$ cat config.mk
export PLATFORM = sky130hd
export DESIGN_NAME = mqtt_control_packet_framer
export DESIGN_NICKNAME = d
export VERILOG_FILES = /design/src/rtl/mcpf_pkg.sv /design/src/rtl/mqtt_control_packet_framer.sv
export SDC_FILE = /design/constraint.sdc
export NUM_CORES = 1
export LEC_CHECK = 0
export BUFFER_PORTS_ARGS = -buffer_cell sky130_fd_sc_hd__buf_2
export CAP_MARGIN = 10
export CORE_ASPECT_RATIO = 0.5
export CORE_MARGIN = 2
export CORE_UTILIZATION = 30
export CTS_BUF_LIST = sky130_fd_sc_hd__clkbuf_4 sky130_fd_sc_hd__clkbuf_8
export DETAILED_ROUTE_END_ITERATION = 10
export SKIP_CTS_REPAIR_TIMING = 1
export SLEW_MARGIN = 20
export SYNTH_ARGS = -nofsm -noshare
export SYNTH_HDL_FRONTEND = slang
export SYNTH_SLANG_ARGS = --single-unit
$ cat constraint.sdc
create_clock -name clk -period 8.85 [get_ports clk]
set_input_delay 1.77 -clock clk [delete_from_list [all_inputs] [get_ports clk]]
set_output_delay 1.77 -clock clk [all_outputs]
set_load 0.05 [all_outputs]
$ cat src/rtl/mcpf_pkg.sv
package mcpf_pkg;

	localparam int unsigned OpW    = 3;
	localparam int unsigned ByteW  = 8;
	localparam int unsigned LenW   = 16;
	localparam int unsigned QosW   = 2;
	localparam int unsigned RemW   = 18;	// worst case CONNECT remaining length is 196621
	localparam int unsigned RlW    = 2;		// remaining-length byte count, 1..3
	localparam int unsigned IdxW   = 5;		// up to 18 bytes per input beat
	localparam int unsigned STdataW = 64;
	localparam int unsigned MTuserW = 2;
	localparam int unsigned CfgIdxW = 1;
	localparam int unsigned CfgDataW = 16;

	// operation codes on s_tuser
	localparam logic [OpW-1:0] OP_DATA        = 3'd0;
	localparam logic [OpW-1:0] OP_CONNECT     = 3'd1;
	localparam logic [OpW-1:0] OP_SUBSCRIBE   = 3'd2;
	localparam logic [OpW-1:0] OP_UNSUBSCRIBE = 3'd3;
	localparam logic [OpW-1:0] OP_PUBLISH     = 3'd4;
	localparam logic [OpW-1:0] OP_PING        = 3'd5;
	localparam logic [OpW-1:0] OP_DISCONNECT  = 3'd6;
	localparam logic [OpW-1:0] OP_RESERVED    = 3'd7;

	// m_tuser bit positions
	localparam int unsigned USER_RUN_LAST = 0;
	localparam int unsigned USER_ERROR    = 1;

	// configuration register indexes
	localparam logic [CfgIdxW-1:0] CFG_KEEP_ALIVE    = 1'b0;
	localparam logic [CfgIdxW-1:0] CFG_CONNECT_FLAGS = 1'b1;

	localparam logic [LenW-1:0]  KEEP_ALIVE_RST    = 16'd50;
	localparam logic [ByteW-1:0] CONNECT_FLAGS_RST = 8'hC2;

	// fixed header first bytes
	localparam logic [ByteW-1:0] HDR_CONNECT = 8'h10;
	localparam logic [ByteW-1:0] HDR_SUB     = 8'h82;
	localparam logic [ByteW-1:0] HDR_UNSUB   = 8'hA2;
	localparam logic [ByteW-1:0] HDR_PUB     = 8'h30;
	localparam logic [ByteW-1:0] HDR_PING    = 8'hC0;
	localparam logic [ByteW-1:0] HDR_DISC    = 8'hE0;
	localparam logic [ByteW-1:0] PROTO_LEVEL = 8'h04;
	localparam logic [ByteW-1:0] SUB_PID_LSB = 8'h01;

	typedef enum logic [2:0] {
		RUN_ERR,
		RUN_DATA,
		RUN_CTRL,
		RUN_CONNECT,
		RUN_SUB,
		RUN_UNSUB,
		RUN_PUB
	} run_t;

	// bytes appended after a string segment completes
	typedef struct packed {
		logic [1:0]       len;
		logic [ByteW-1:0] b0;
		logic [ByteW-1:0] b1;
		logic             close;
	} tail_t;

endpackage

$ cat src/rtl/mqtt_control_packet_framer.sv
// MQTT 3.1.1 control packet framer. Each input beat on s_* (s_tuser is the
// operation) either opens a packet (CONNECT, SUBSCRIBE, UNSUBSCRIBE, PUBLISH),
// sends a complete PINGREQ or DISCONNECT, or carries one string byte of the
// open packet. The block answers with a run of output bytes on m_*: the fixed
// header with its remaining-length field, the variable header and length
// prefixes, then the string bytes as they arrive, with the next length prefix,
// the SUBSCRIBE QoS byte or the PUBLISH packet id inserted where a string ends.
// m_tlast marks the final byte of a packet, m_tuser[0] the last byte of the
// run caused by one input beat, m_tuser[1] an out-of-sequence beat (one zero
// byte, state untouched). An input beat yields 1 to 18 output bytes, one per
// cycle barring stalls; the byte sequencer holds a beat until its last byte
// goes to the output register, so a string byte that ends no segment passes at
// one beat per cycle barring stalls, and a header beat occupies the sequencer
// for its run length. The output register lets the next beat enter while the
// last byte still waits on m_tready. Configuration (keep-alive, connect flags)
// may be written only while the block is idle; cfg_ready is always 1.
module mqtt_control_packet_framer
	import mcpf_pkg::*;
(
	input  logic                clk,
	input  logic                arst_n,
	// s_tdata, from bit 0: data_byte[7:0], first_length[15:0],
	// second_length[15:0], third_length[15:0], qos_level[1:0], zero pad
	input  logic                s_tvalid,
	output logic                s_tready,
	input  logic [STdataW-1:0]  s_tdata,
	input  logic [OpW-1:0]      s_tuser,	// operation
	output logic                m_tvalid,
	input  logic                m_tready,
	output logic [ByteW-1:0]    m_tdata,	// out_byte
	output logic                m_tlast,	// packet_end
	output logic [MTuserW-1:0]  m_tuser,	// from bit 0: run_last, error_flag
	input  logic                cfg_valid,
	output logic                cfg_ready,
	input  logic [CfgIdxW-1:0]  cfg_index,
	input  logic [CfgDataW-1:0] cfg_data
);

	// input fields
	logic [ByteW-1:0] in_data;
	logic [LenW-1:0]  in_l1, in_l2, in_l3;
	logic [QosW-1:0]  in_qos;
	assign in_data = s_tdata[7:0];
	assign in_l1   = s_tdata[23:8];
	assign in_l2   = s_tdata[39:24];
	assign in_l3   = s_tdata[55:40];
	assign in_qos  = s_tdata[57:56];

	// configuration
	logic [LenW-1:0]  keep_alive_q;
	logic [ByteW-1:0] flags_q;
	assign cfg_ready = 1'b1;

	always_ff @(posedge clk or negedge arst_n) begin
		if (!arst_n) begin
			keep_alive_q <= KEEP_ALIVE_RST;
			flags_q      <= CONNECT_FLAGS_RST;
		end else if (cfg_valid) begin
			if (cfg_index == CFG_KEEP_ALIVE)
				keep_alive_q <= cfg_data;
			else
				flags_q <= cfg_data[ByteW-1:0];
		end
	end

	// packet state, updated when a beat is accepted
	logic            open_q, open_d;
	logic [OpW-1:0]  kind_q, kind_d;
	logic [1:0]      seg_q, seg_d;
	logic [LenW-1:0] left_q, left_d;
	logic [LenW-1:0] p0_q, p0_d, p1_q, p1_d;
	logic [QosW-1:0] qos_q, qos_d;
	logic [LenW-1:0] pid_q, pid_d;

	logic  in_acc, is_hdr, is_ctrl, bad, seg_run;
	tail_t tail;

	assign in_acc  = s_tvalid && s_tready;
	assign is_hdr  = (s_tuser == OP_CONNECT) || (s_tuser == OP_SUBSCRIBE) ||
	                 (s_tuser == OP_UNSUBSCRIBE) || (s_tuser == OP_PUBLISH);
	assign is_ctrl = (s_tuser == OP_PING) || (s_tuser == OP_DISCONNECT);
	assign bad     = (s_tuser == OP_DATA) ? !open_q
	                                      : (open_q || s_tuser == OP_RESERVED);

	// Next state plus the bytes appended when a string segment ends. A header
	// whose first string is empty runs the end-of-segment step on the state
	// it just set up.
	always_comb begin
		open_d  = open_q;
		kind_d  = kind_q;
		seg_d   = seg_q;
		left_d  = left_q;
		p0_d    = p0_q;
		p1_d    = p1_q;
		qos_d   = qos_q;
		pid_d   = pid_q;
		tail    = '0;
		seg_run = 1'b0;
		if (!bad && s_tuser == OP_DATA) begin
			left_d  = (left_q != '0) ? left_q - 1'b1 : left_q;
			seg_run = (left_d == '0);
		end else if (!bad && is_hdr) begin
			kind_d  = s_tuser;
			qos_d   = in_qos;
			seg_d   = '0;
			p0_d    = (s_tuser == OP_CONNECT || s_tuser == OP_PUBLISH) ? in_l2 : '0;
			p1_d    = (s_tuser == OP_CONNECT) ? in_l3 : '0;
			open_d  = 1'b1;
			left_d  = in_l1;
			seg_run = (in_l1 == '0);
		end
		if (seg_run) begin
			tail.close = 1'b1;
			case (kind_d)
				OP_CONNECT: begin
					if (seg_d == 2'd0 && p0_d != '0) begin
						seg_d      = 2'd1;
						left_d     = p0_d;
						tail.len   = 2'd2;
						tail.b0    = p0_d[15:8];
						tail.b1    = p0_d[7:0];
						tail.close = 1'b0;
					end else if (seg_d <= 2'd1 && p1_d != '0) begin
						seg_d      = 2'd2;
						left_d     = p1_d;
						tail.len   = 2'd2;
						tail.b0    = p1_d[15:8];
						tail.b1    = p1_d[7:0];
						tail.close = 1'b0;
					end
				end
				OP_SUBSCRIBE: begin
					tail.len = 2'd1;
					tail.b0  = {{(ByteW-QosW){1'b0}}, qos_d};
				end
				OP_PUBLISH: begin
					if (seg_d == 2'd0) begin
						if (qos_d != '0) begin
							tail.len = 2'd2;
							tail.b0  = pid_q[15:8];
							tail.b1  = pid_q[7:0];
							pid_d    = pid_q + 1'b1;
						end
						if (p0_d != '0) begin
							seg_d      = 2'd1;
							left_d     = p0_d;
							tail.close = 1'b0;
						end
					end
				end
				default: ;
			endcase
			if (tail.close) begin
				open_d = 1'b0;
				left_d = '0;
			end
		end
	end

	always_ff @(posedge clk or negedge arst_n) begin
		if (!arst_n) begin
			open_q <= 1'b0;
			kind_q <= '0;
			seg_q  <= '0;
			left_q <= '0;
			p0_q   <= '0;
			p1_q   <= '0;
			qos_q  <= '0;
			pid_q  <= '0;
		end else if (in_acc) begin
			open_q <= open_d;
			kind_q <= kind_d;
			seg_q  <= seg_d;
			left_q <= left_d;
			p0_q   <= p0_d;
			p1_q   <= p1_d;
			qos_q  <= qos_d;
			pid_q  <= pid_d;
		end
	end

	// run description for the byte sequencer
	run_t             run_in;
	logic [RemW-1:0]  rem_in;
	logic [RlW-1:0]   rl_n_in;
	logic [IdxW-1:0]  body_len_in;
	logic [ByteW-1:0] byte_in;

	always_comb begin
		run_in  = RUN_ERR;
		byte_in = in_data;
		rem_in  = '0;
		if (bad) begin
			run_in = RUN_ERR;
		end else begin
			case (s_tuser)
				OP_DATA:        run_in = RUN_DATA;
				OP_CONNECT:     run_in = RUN_CONNECT;
				OP_SUBSCRIBE:   run_in = RUN_SUB;
				OP_UNSUBSCRIBE: run_in = RUN_UNSUB;
				OP_PUBLISH:     run_in = RUN_PUB;
				default:        run_in = RUN_CTRL;
			endcase
		end
		if (s_tuser == OP_PING)
			byte_in = HDR_PING;
		else if (s_tuser == OP_DISCONNECT)
			byte_in = HDR_DISC;
		case (s_tuser)
			OP_CONNECT:
				rem_in = RemW'(12) + {2'b0, in_l1}
				       + ((in_l2 != '0) ? {2'b0, in_l2} + RemW'(2) : '0)
				       + ((in_l3 != '0) ? {2'b0, in_l3} + RemW'(2) : '0);
			OP_SUBSCRIBE:   rem_in = RemW'(5) + {2'b0, in_l1};
			OP_UNSUBSCRIBE: rem_in = RemW'(4) + {2'b0, in_l1};
			OP_PUBLISH:
				rem_in = RemW'(2) + {2'b0, in_l1} + {2'b0, in_l2}
				       + ((in_qos != '0) ? RemW'(2) : '0);
			default: rem_in = '0;
		endcase
		if (rem_in < RemW'(128))
			rl_n_in = 2'd1;
		else if (rem_in < RemW'(16384))
			rl_n_in = 2'd2;
		else
			rl_n_in = 2'd3;
		// bytes before the tail: header byte, remaining length, fixed part
		case (run_in)
			RUN_CTRL:    body_len_in = IdxW'(2);
			RUN_CONNECT: body_len_in = IdxW'(13) + {3'b0, rl_n_in};
			RUN_SUB,
			RUN_UNSUB:   body_len_in = IdxW'(5) + {3'b0, rl_n_in};
			RUN_PUB:     body_len_in = IdxW'(3) + {3'b0, rl_n_in};
			default:     body_len_in = IdxW'(1);
		endcase
	end

	// sequencer stage: holds one beat, emits one byte per cycle while the output register can take it
	logic             valid_s1;
	logic [IdxW-1:0]  idx_s1;
	run_t             run_s1;
	logic [ByteW-1:0] byte_s1;
	logic [LenW-1:0]  l1_s1;
	logic [QosW-1:0]  qos_s1;
	logic [RemW-1:0]  rem_s1;
	logic [RlW-1:0]   rl_n_s1;
	logic [IdxW-1:0]  body_len_s1;
	logic [IdxW-1:0]  last_idx_s1;
	tail_t            tail_s1;

	logic emit, last_emit, at_last;

	// output register
	logic             valid_s2;
	logic [ByteW-1:0] byte_s2;
	logic             end_s2, last_s2, err_s2;

	assign at_last   = (idx_s1 == last_idx_s1);
	assign emit      = valid_s1 && (!valid_s2 || m_tready);
	assign last_emit = emit && at_last;
	assign s_tready  = !valid_s1 || last_emit;

	always_ff @(posedge clk or negedge arst_n) begin
		if (!arst_n) begin
			valid_s1 <= 1'b0;
			idx_s1   <= '0;
		end else if (in_acc) begin
			valid_s1 <= 1'b1;
			idx_s1   <= '0;
		end else if (emit) begin
			valid_s1 <= !at_last;
			idx_s1   <= idx_s1 + 1'b1;
		end
	end

	always_ff @(posedge clk) begin
		if (in_acc) begin
			run_s1      <= run_in;
			byte_s1     <= byte_in;
			l1_s1       <= in_l1;
			qos_s1      <= in_qos;
			rem_s1      <= rem_in;
			rl_n_s1     <= rl_n_in;
			body_len_s1 <= body_len_in;
			last_idx_s1 <= body_len_in + {3'b0, tail.len} - 1'b1;
			// PINGREQ and DISCONNECT end their packet on their own
			tail_s1     <= '{len: tail.len, b0: tail.b0, b1: tail.b1,
			                 close: is_ctrl ? !bad : tail.close};
		end
	end

	// byte at the current index
	logic [ByteW-1:0] cur_byte;
	logic [IdxW-1:0]  fix_j;
	logic [ByteW-1:0] hdr_byte, rl_byte;

	assign fix_j = idx_s1 - 1'b1 - {3'b0, rl_n_s1};

	always_comb begin
		case (run_s1)
			RUN_CONNECT: hdr_byte = HDR_CONNECT;
			RUN_SUB:     hdr_byte = HDR_SUB;
			RUN_UNSUB:   hdr_byte = HDR_UNSUB;
			default:     hdr_byte = HDR_PUB | {5'b0, qos_s1, 1'b0};
		endcase
		case (idx_s1)
			IdxW'(1): rl_byte = {(rl_n_s1 > 2'd1), rem_s1[6:0]};
			IdxW'(2): rl_byte = {(rl_n_s1 > 2'd2), rem_s1[13:7]};
			default:  rl_byte = {4'b0, rem_s1[17:14]};
		endcase
		cur_byte = '0;
		if (idx_s1 >= body_len_s1) begin
			cur_byte = (idx_s1 == body_len_s1) ? tail_s1.b0 : tail_s1.b1;
		end else begin
			case (run_s1)
				RUN_ERR:  cur_byte = '0;
				RUN_DATA: cur_byte = byte_s1;
				RUN_CTRL: cur_byte = (idx_s1 == '0) ? byte_s1 : '0;
				default: begin
					if (idx_s1 == '0) begin
						cur_byte = hdr_byte;
					end else if (idx_s1 <= {3'b0, rl_n_s1}) begin
						cur_byte = rl_byte;
					end else if (run_s1 == RUN_CONNECT) begin
						case (fix_j)
							IdxW'(0):  cur_byte = 8'h00;
							IdxW'(1):  cur_byte = PROTO_LEVEL;
							IdxW'(2):  cur_byte = "M";
							IdxW'(3):  cur_byte = "Q";
							IdxW'(4):  cur_byte = "T";
							IdxW'(5):  cur_byte = "T";
							IdxW'(6):  cur_byte = PROTO_LEVEL;
							IdxW'(7):  cur_byte = flags_q;
							IdxW'(8):  cur_byte = keep_alive_q[15:8];
							IdxW'(9):  cur_byte = keep_alive_q[7:0];
							IdxW'(10): cur_byte = l1_s1[15:8];
							default:   cur_byte = l1_s1[7:0];
						endcase
					end else if (run_s1 == RUN_PUB) begin
						cur_byte = (fix_j == '0) ? l1_s1[15:8] : l1_s1[7:0];
					end else begin
						// SUBSCRIBE / UNSUBSCRIBE: packet id 1, topic prefix
						case (fix_j)
							IdxW'(0): cur_byte = 8'h00;
							IdxW'(1): cur_byte = SUB_PID_LSB;
							IdxW'(2): cur_byte = l1_s1[15:8];
							default:  cur_byte = l1_s1[7:0];
						endcase
					end
				end
			endcase
		end
	end

	always_ff @(posedge clk or negedge arst_n) begin
		if (!arst_n)
			valid_s2 <= 1'b0;
		else if (emit)
			valid_s2 <= 1'b1;
		else if (m_tready)
			valid_s2 <= 1'b0;
	end

	always_ff @(posedge clk) begin
		if (emit) begin
			byte_s2 <= cur_byte;
			end_s2  <= tail_s1.close && at_last;
			last_s2 <= at_last;
			err_s2  <= (run_s1 == RUN_ERR);
		end
	end

	assign m_tvalid = valid_s2;
	assign m_tdata  = byte_s2;
	assign m_tlast  = end_s2;
	assign m_tuser  = {err_s2, last_s2};

endmodule

# --- After elaboration in Yosys (flattened, before gate mapping) ---
# Index checks and enable logic that the tools add are counted.
totals:
  elab_cells: 210
  out_inout_bits: 14
  in_bits: 89
  regBits: 190
classes:
  magnitude_cmp: 7
  reduce_logical: 44
  eq_ne: 35
  n_addsub: 20
  n_bitwise: 1
  muxes: 74
op_table:
  columns: ["op", "n"]
  rows:
  - ["two-way mux 16 bit", 15]
  - ["nonzero test 16 bit", 5]
  - ["two-way mux 19 bit", 4]
  - ["case mux 18 bit (4 select lines)", 1]
  - ["case mux 8 bit (3 select lines)", 3]
  - ["case mux 8 bit (9 select lines)", 1]
  - ["two-way mux 8 bit", 8]
  - ["adder 16 x 2 -> 17 bit (second input constant)", 2]
  - ["adder 3 x 16 -> 17 bit (first input constant)", 2]
  - ["two-way mux 17 bit", 2]
  - ["== test 3 bit (second input constant)", 11]
  - ["zero test 16 bit", 2]
  - ["case mux 16 bit (2 select lines)", 1]
  - ["case mux 10 bit (3 select lines)", 1]
  - ["two-way mux 2 bit", 11]
  - ["== test 3 x 2 -> 1 bit (second input constant)", 7]
  - ["== test 5 x 3 -> 1 bit (second input constant)", 4]
  - ["case mux 5 bit (4 select lines)", 1]
  - ["adder 17 x 16 -> 18 bit", 1]
  - ["adder 17 x 17 -> 18 bit", 1]
  - ["adder 18 x 17 -> 18 bit", 1]
  - ["adder 18 x 2 -> 18 bit", 1]
  - ["< comparator 18 x 15 -> 1 bit (second input constant)", 1]
  - ["< comparator 18 x 8 -> 1 bit (second input constant)", 1]
  - ["other kinds (42)", 94]

# --- Longest topological paths before layout ---
logic_depth:
  depth_word: 16
  depth_mapped: 28
  ltp_nobuf: 26

# --- Worst setup path after synthesis ---
# No wires, ideal clock.
synth_path:
  path_kind: "input-to-reg"
  from: "input s_tdata[52]"
  to: "register last_idx_s1[3] (data pin)"
  required_ns: 8.592
  setup_slack_ns: 1.195
  cell_stages: 27
  n_path_buf: 2
  setup_ns: 0.258
  t_arrival_ns: 7.397
  cell_sequence: "clkbuf_1 nor4_1 nand2_1 nor4_1 a21oi_1 fa_1 inv_1 fa_1 inv_1 ha_1 inv_1 fa_1 nand2b_1 a211oi_1 a2111oi_2 o31ai_1 xnor2_1 o2111ai_1 or4_1 clkbuf_1 mux2_2 nand2b_1 ha_1 inv_1 ha_1 fa_1 xor2_1"
synth_between:
  elab_chain_cells: 11
  word_cells_on_any_way: 24
  cone_classes: "add/sub (7); order compare (2); mux (12); reduce/logical (3)"
synth_lines:
  columns: ["item", "line_no", "text"]
  rows:
  - ["start: declaration", "mqtt_control_packet_framer.sv:26", "input logic [STdataW-1:0] s_tdata,"]
  - ["adder 16 x 2 -> 17 bit or nonzero test 16 bit (tied branches)", "mqtt_control_packet_framer.sv:213", "+ ((in_l3 != '0) ? {2'b0, in_l3} + RemW'(2) : '0);"]
  - ["two-way mux 17 bit (*)", "mqtt_control_packet_framer.sv:213", null]
  - ["adder 18 x 17 -> 18 bit (*)", "mqtt_control_packet_framer.sv:213", null]
  - ["case mux 18 bit (4 select lines) (*)", "mqtt_control_packet_framer.sv:209", "case (s_tuser)"]
  - ["net rem_in[16]", "mqtt_control_packet_framer.sv:184", "logic [RemW-1:0] rem_in;"]
  - ["< comparator 18 x 15 -> 1 bit", "mqtt_control_packet_framer.sv:223", "else if (rem_in < RemW'(16384))"]
  - ["two-way mux 1 bit", "mqtt_control_packet_framer.sv:223", null]
  - ["two-way mux 2 bit (*)", "mqtt_control_packet_framer.sv:221", "if (rem_in < RemW'(128))"]
  - ["adder 4 x 2 -> 5 bit, or another cell as far along", "mqtt_control_packet_framer.sv:230", "RUN_CONNECT: body_len_in = IdxW'(13) + {3'b0, rl_n_in};"]
  - ["case mux 5 bit (4 select lines) (*)", "mqtt_control_packet_framer.sv:228", "case (run_in)"]
  - ["adder 5 x 2 -> 5 bit (*)", "mqtt_control_packet_framer.sv:285", "last_idx_s1 <= body_len_in + {3'b0, tail.len} - 1'b1;"]
  - ["subtractor 5 x 1 -> 5 bit (*)", "mqtt_control_packet_framer.sv:285", null]
  - ["end signal: assignment", "mqtt_control_packet_framer.sv:285", null]
  - ["end: declaration", "mqtt_control_packet_framer.sv:248", "logic [IdxW-1:0] last_idx_s1;"]
# The timed path passes the listed nets; every way through them passes the cells marked *.
# A chain may end at the register's enable or synchronous reset.

# --- Worst setup path in the final report ---
layout_path:
  from: "input s_tdata[48]"
  to: "register last_idx_s1[3] (data pin)"
# The elaborated chain is that of the path after synthesis.

==> impl.org <==
** Timing
- Final WS setup :: 0.892 ns
- Max_slew headroom :: 25.8%
- The final critical path takes up 89.9% of the cycle.
- Setup TNS :: 0 ns
- Final critical delay including setup and external delays :: 7.96 ns
- Setup violations remaining at the end of the flow were counted as 0.
- The final max-slew violation count was 0.
- Setup repair after global routing left no endpoint under its margin.
- Setup clock skew after layout :: 0.0269 ns
- The hold violation total from the final report is 0.
- Maximum clock frequency :: 126 MHz
- At the pin with the least slew margin, the transition time is 1.11 ns.

** Global route
- Entering global routing, the biggest net connects 84 pins.
- The number of antenna violations at the first check in global routing is 0.
- Global Route Usage Sum :: 19.7%
- The via count of the first global-routing pass was 13.2k.
- The first global-routing pass estimated 79,900 microns of wire.
- GR Overflow Total :: 0

** Synth
- After technology mapping, the gate count stands at 1,750.
- EDFF count, synth :: 87
- Counting flops and latches in the post-synthesis netlist gives 190.
- By area the synthesized netlist is led by edfxtp_1 (17%), dfrtp_1 (16%), ha_1 (7.1%).
- Sequential share of the synthesized area :: 33.8%
- Count of unique library cells instantiated by Yosys :: 93
- Leading register cell type out of synthesis :: dfrtp_1
- Synthesis produced a netlist with a net count of 1,947.
- Syn Std Cell Area :: 15,400 sq um
- After synthesis, the share of flip-flops with an asynchronous set or reset is 54.2%.
- The biggest area contributor in the post-synthesis netlist is edfxtp_1.
- Most frequent cell after synthesis :: nand2_1
- In this run the mean area of a mapped cell was 8.79 sq um.
- By count the netlist is led by nand2_1 (175), o21ai_0 (112), nor2_1 (110), inv_1 (98), dfrtp_1 (97).
- Post-synth top area share :: 17.0%
- During synthesis, Yosys emitted a total of 0 warnings.

** Clock tree
- The later pin in the worst-skew pair is clocked with a latency of 0.52 ns.
- Buffer cell driving the clock tree root :: clkbuf_8
- TritonCTS buffer count :: 17
- Clock H-tree levels :: 4
- For this design, the sink count on the clock tree is 190.
- TritonCTS clock tree :: yes
- No sink is reached through more buffers than the 2 on the longest clock path.
- Clock-pin slew reported for the worst setup and hold paths after clock tree synthesis :: 0.12 ns

** Place
- The HPWL after detailed placement is 39,500 microns.
- The congestion estimate from routability-driven global placement came to 0.928.
- Setup WS pre-CTS :: 0.386 ns
- Once placement finished, the instance area stood at 16,500 sq um.
- IO Port Bufs :: 95

** Setup path
- FF-to-FF End :: last_idx_s1[3]$_DFFE_PP_
- Worst reg2reg path depth :: 13
- Worst r2r src :: open_q$_DFFE_PN0P_
- Crit start category :: primary input
- R2R Setup Slk :: 3.63 ns
- Critical path type :: in -> reg
- Along the worst path, the maximum fanout reaches 7.
- Data on the critical path is required at its endpoint by 9.13 ns.
- Data on the critical path arrives at its endpoint at 8.24 ns.
- Startpoint of the worst setup timing path :: s_tdata[48]
- Endpoint class of the critical path :: register

** Final layout
- Post-route cell area :: 16,900 sq um
- Ant. Diodes :: 0
- Layout overhead on the synthesized area :: 9.55%
- Final layout net count :: 1,977
- Fill cell instance count of the final layout :: 5,230
- Fraction of layout instances using a drive strength above 1 :: 12.5%

** Routing
- Via-per-instance ratio :: 5.68
- For this block, the via count after detailed routing is 14.1k.
- Per-cell routed wire length :: 21.2 microns
- Post-detailed-route DRC marker count :: 0
- The first detailed-routing pass took 6 iterations.
- Antenna Nets Post-Route :: 0
- The final layout contains routed wiring with a total length of 52,700 microns.
- The first routing iteration left 1,714 violations.

** Power and ir drop
- Peak ir drop on the vdd network :: 119 uV
- The internal power of the cells totals 2.10 mW.
- Gate power share :: 52.1%
- In this run the power spent charging and discharging nets is 1.96 mW.
- Of the total power, the share spent switching nets is 48.2%.
- Leakage power of the design :: 6.67 nW
- Reg power frac :: 33.1%
- Clk pwr share :: 14.8%
- Power spread over the standard cell area amounts to 241 nW/um^2.

** Worst hold path
- Worst Hold Launch :: pid_q[15]$_DFFE_PN0P_
- Number of stages on the worst hold path :: 1
- The worst hold path belongs to the class reg -> reg.
- Hold Path End :: pid_q[15]$_DFFE_PN0P_

** Job
- The tool flagged a number of max-cap violations equal to 0.

** Floorplanning
- Die H :: 164 microns
- The core region is 50,400 sq um.
- After floorplanning, the core was divided into 58 placement rows.
- Initial Util :: 30.5%
- During I/O placement, the number of pins put on the boundary was 103.
- The floorplan step defined a die boundary enclosing 53,200 sq um.
- Die X-Extent :: 324 microns

** Status
- The flow ran to the end, and the final reports show no timing, DRC or antenna violations.
==> per-layer routing <==
metal	vias to the layer above	part of all wire (%)	GRT usage, %
met2	609	44	30.8
met5	-	0	0
met4	0	3.4	7.32
met3	101	7.2	3.16
met1	6811	45	27.4
li1	6580	-	-
==> placed cells by master (no fill, tap or decap), drive strengths merged, types with 16 or more instances in the layout <==
master | synthesis | routed
mux2i | 19 | 19
nand4 | 34 | 34
nor2b | 20 | 20
buf | 33 | 117
fa | 21 | 21
a22o | 16 | 16
nand3 | 44 | 44
a221oi | 29 | 29
nor3 | 55 | 55
inv | 98 | 105
edfxtp | 87 | 87
a22oi | 19 | 19
nand2 | 175 | 175
o211ai | 16 | 16
ha | 87 | 87
o22ai | 26 | 26
clkbuf | 73 | 17
a31oi | 18 | 18
mux2 | 38 | 38
a21oi | 93 | 93
nor2 | 112 | 112
dfrtp | 97 | 97
xor2 | 41 | 41
a222oi | 18 | 18
a21o | 16 | 16
xnor2 | 41 | 41
nor4 | 26 | 26
nor3b | 21 | 21
and3 | 22 | 22
o21ai | 126 | 126
and2 | 25 | 25
nand2b | 24 | 24
==> cell type report <==
cell class | instances | area [sq um] | area share [%]
Inverter | 98 | 370 | 2.20
Clock inverter | 15 | 171 | 1.02
Multi-Input combinational cell | 1356 | 9380 | 55.6
Clock buffer | 17 | 234 | 1.39
Tap cell | 690 | 863 | 5.12
Sequential cell | 190 | 5200 | 30.8
Timing Repair Buffer | 117 | 643 | 3.82
==> flip-flops by register name, summed over array words and instances, names as in the netlist, 16 cells and up <==
name	count
p0_q	16
p1_q	16
pid_q	16
left_q	16
l1_s1	16
keep_alive_q	16
tail_s1	17
rem_s1	18
==> worst max-delay path, stage by stage <==
cell and delay [ns]:
buf_2 0.15, or4_1 0.52, nor4_1 0.28, a21oi_1 0.21, fa_1 0.39, inv_1 0.08, fa_1 0.41, inv_1 0.07
ha_1 0.19, inv_1 0.06, fa_1 0.38, nand2b_1 0.21, a211oi_1 0.40, a2111oi_2 0.16, o31ai_1 0.31, xnor2_1 0.22
o2111ai_1 0.18, or4_1 0.67, mux2_2 0.34, nand2b_1 0.15, ha_1 0.28, inv_1 0.04, ha_1 0.21, fa_1 0.38
xor2_1 0.18
==> metrics by stage <==
stage	hold slack, ns	util, %	power (mW)	instances
after global routing	0.506	33.4	4.33	2483
after floorplan	0.439	-	2.81	1750
after CTS	0.491	33.4	4.03	2483
final	0.482	33.4	4.06	2483
after detailed placement	0.463	32.6	3.42	2451
after global placement	0.447	32.6	3.40	2451
==> power groups by stage <==
| stage | logic [mW] | registers (mW) | clock network [mW] |
|---|---|---|---|
| after CTS | 2.08 | 1.33 | 0.614 |
| after global routing | 2.31 | 1.37 | 0.646 |
| final | 2.11 | 1.34 | 0.602 |
| after floorplan | 1.50 | 1.30 | 0 |
| after detailed placement | 2.07 | 1.35 | 0 |
| after global placement | 2.05 | 1.35 | 0 |
==> how the worst max path moves through the flow <==
stage / to / cells past startpoint / slack, ns
finish: last_idx_s1[3]$_DFFE_PP_ / 25 / 0.89
global route: last_idx_s1[3]$_DFFE_PP_ / 25 / 0.55
CTS: last_idx_s1[3]$_DFFE_PP_ / 25 / 0.95
detailed placement: last_idx_s1[3]$_DFFE_PP_ / 25 / 0.39
global placement: last_idx_s1[3]$_DFFE_PP_ / 25 / 0.42
floorplan: last_idx_s1[3]$_DFFE_PP_ / 27 / 1.19
==> cell families after synthesis <==
group / synth area share, %
buffers and inverters: 5.37
AOI/OAI and AO/OA: 21.7
and+or+nand+nor: 20.7
other: 0.0244
DFF: 33.8
muxes: 4.02
xor gates and xnor gates: 4.67
adders and majority gates: 9.81
Power figures use the tool's default switching activity.
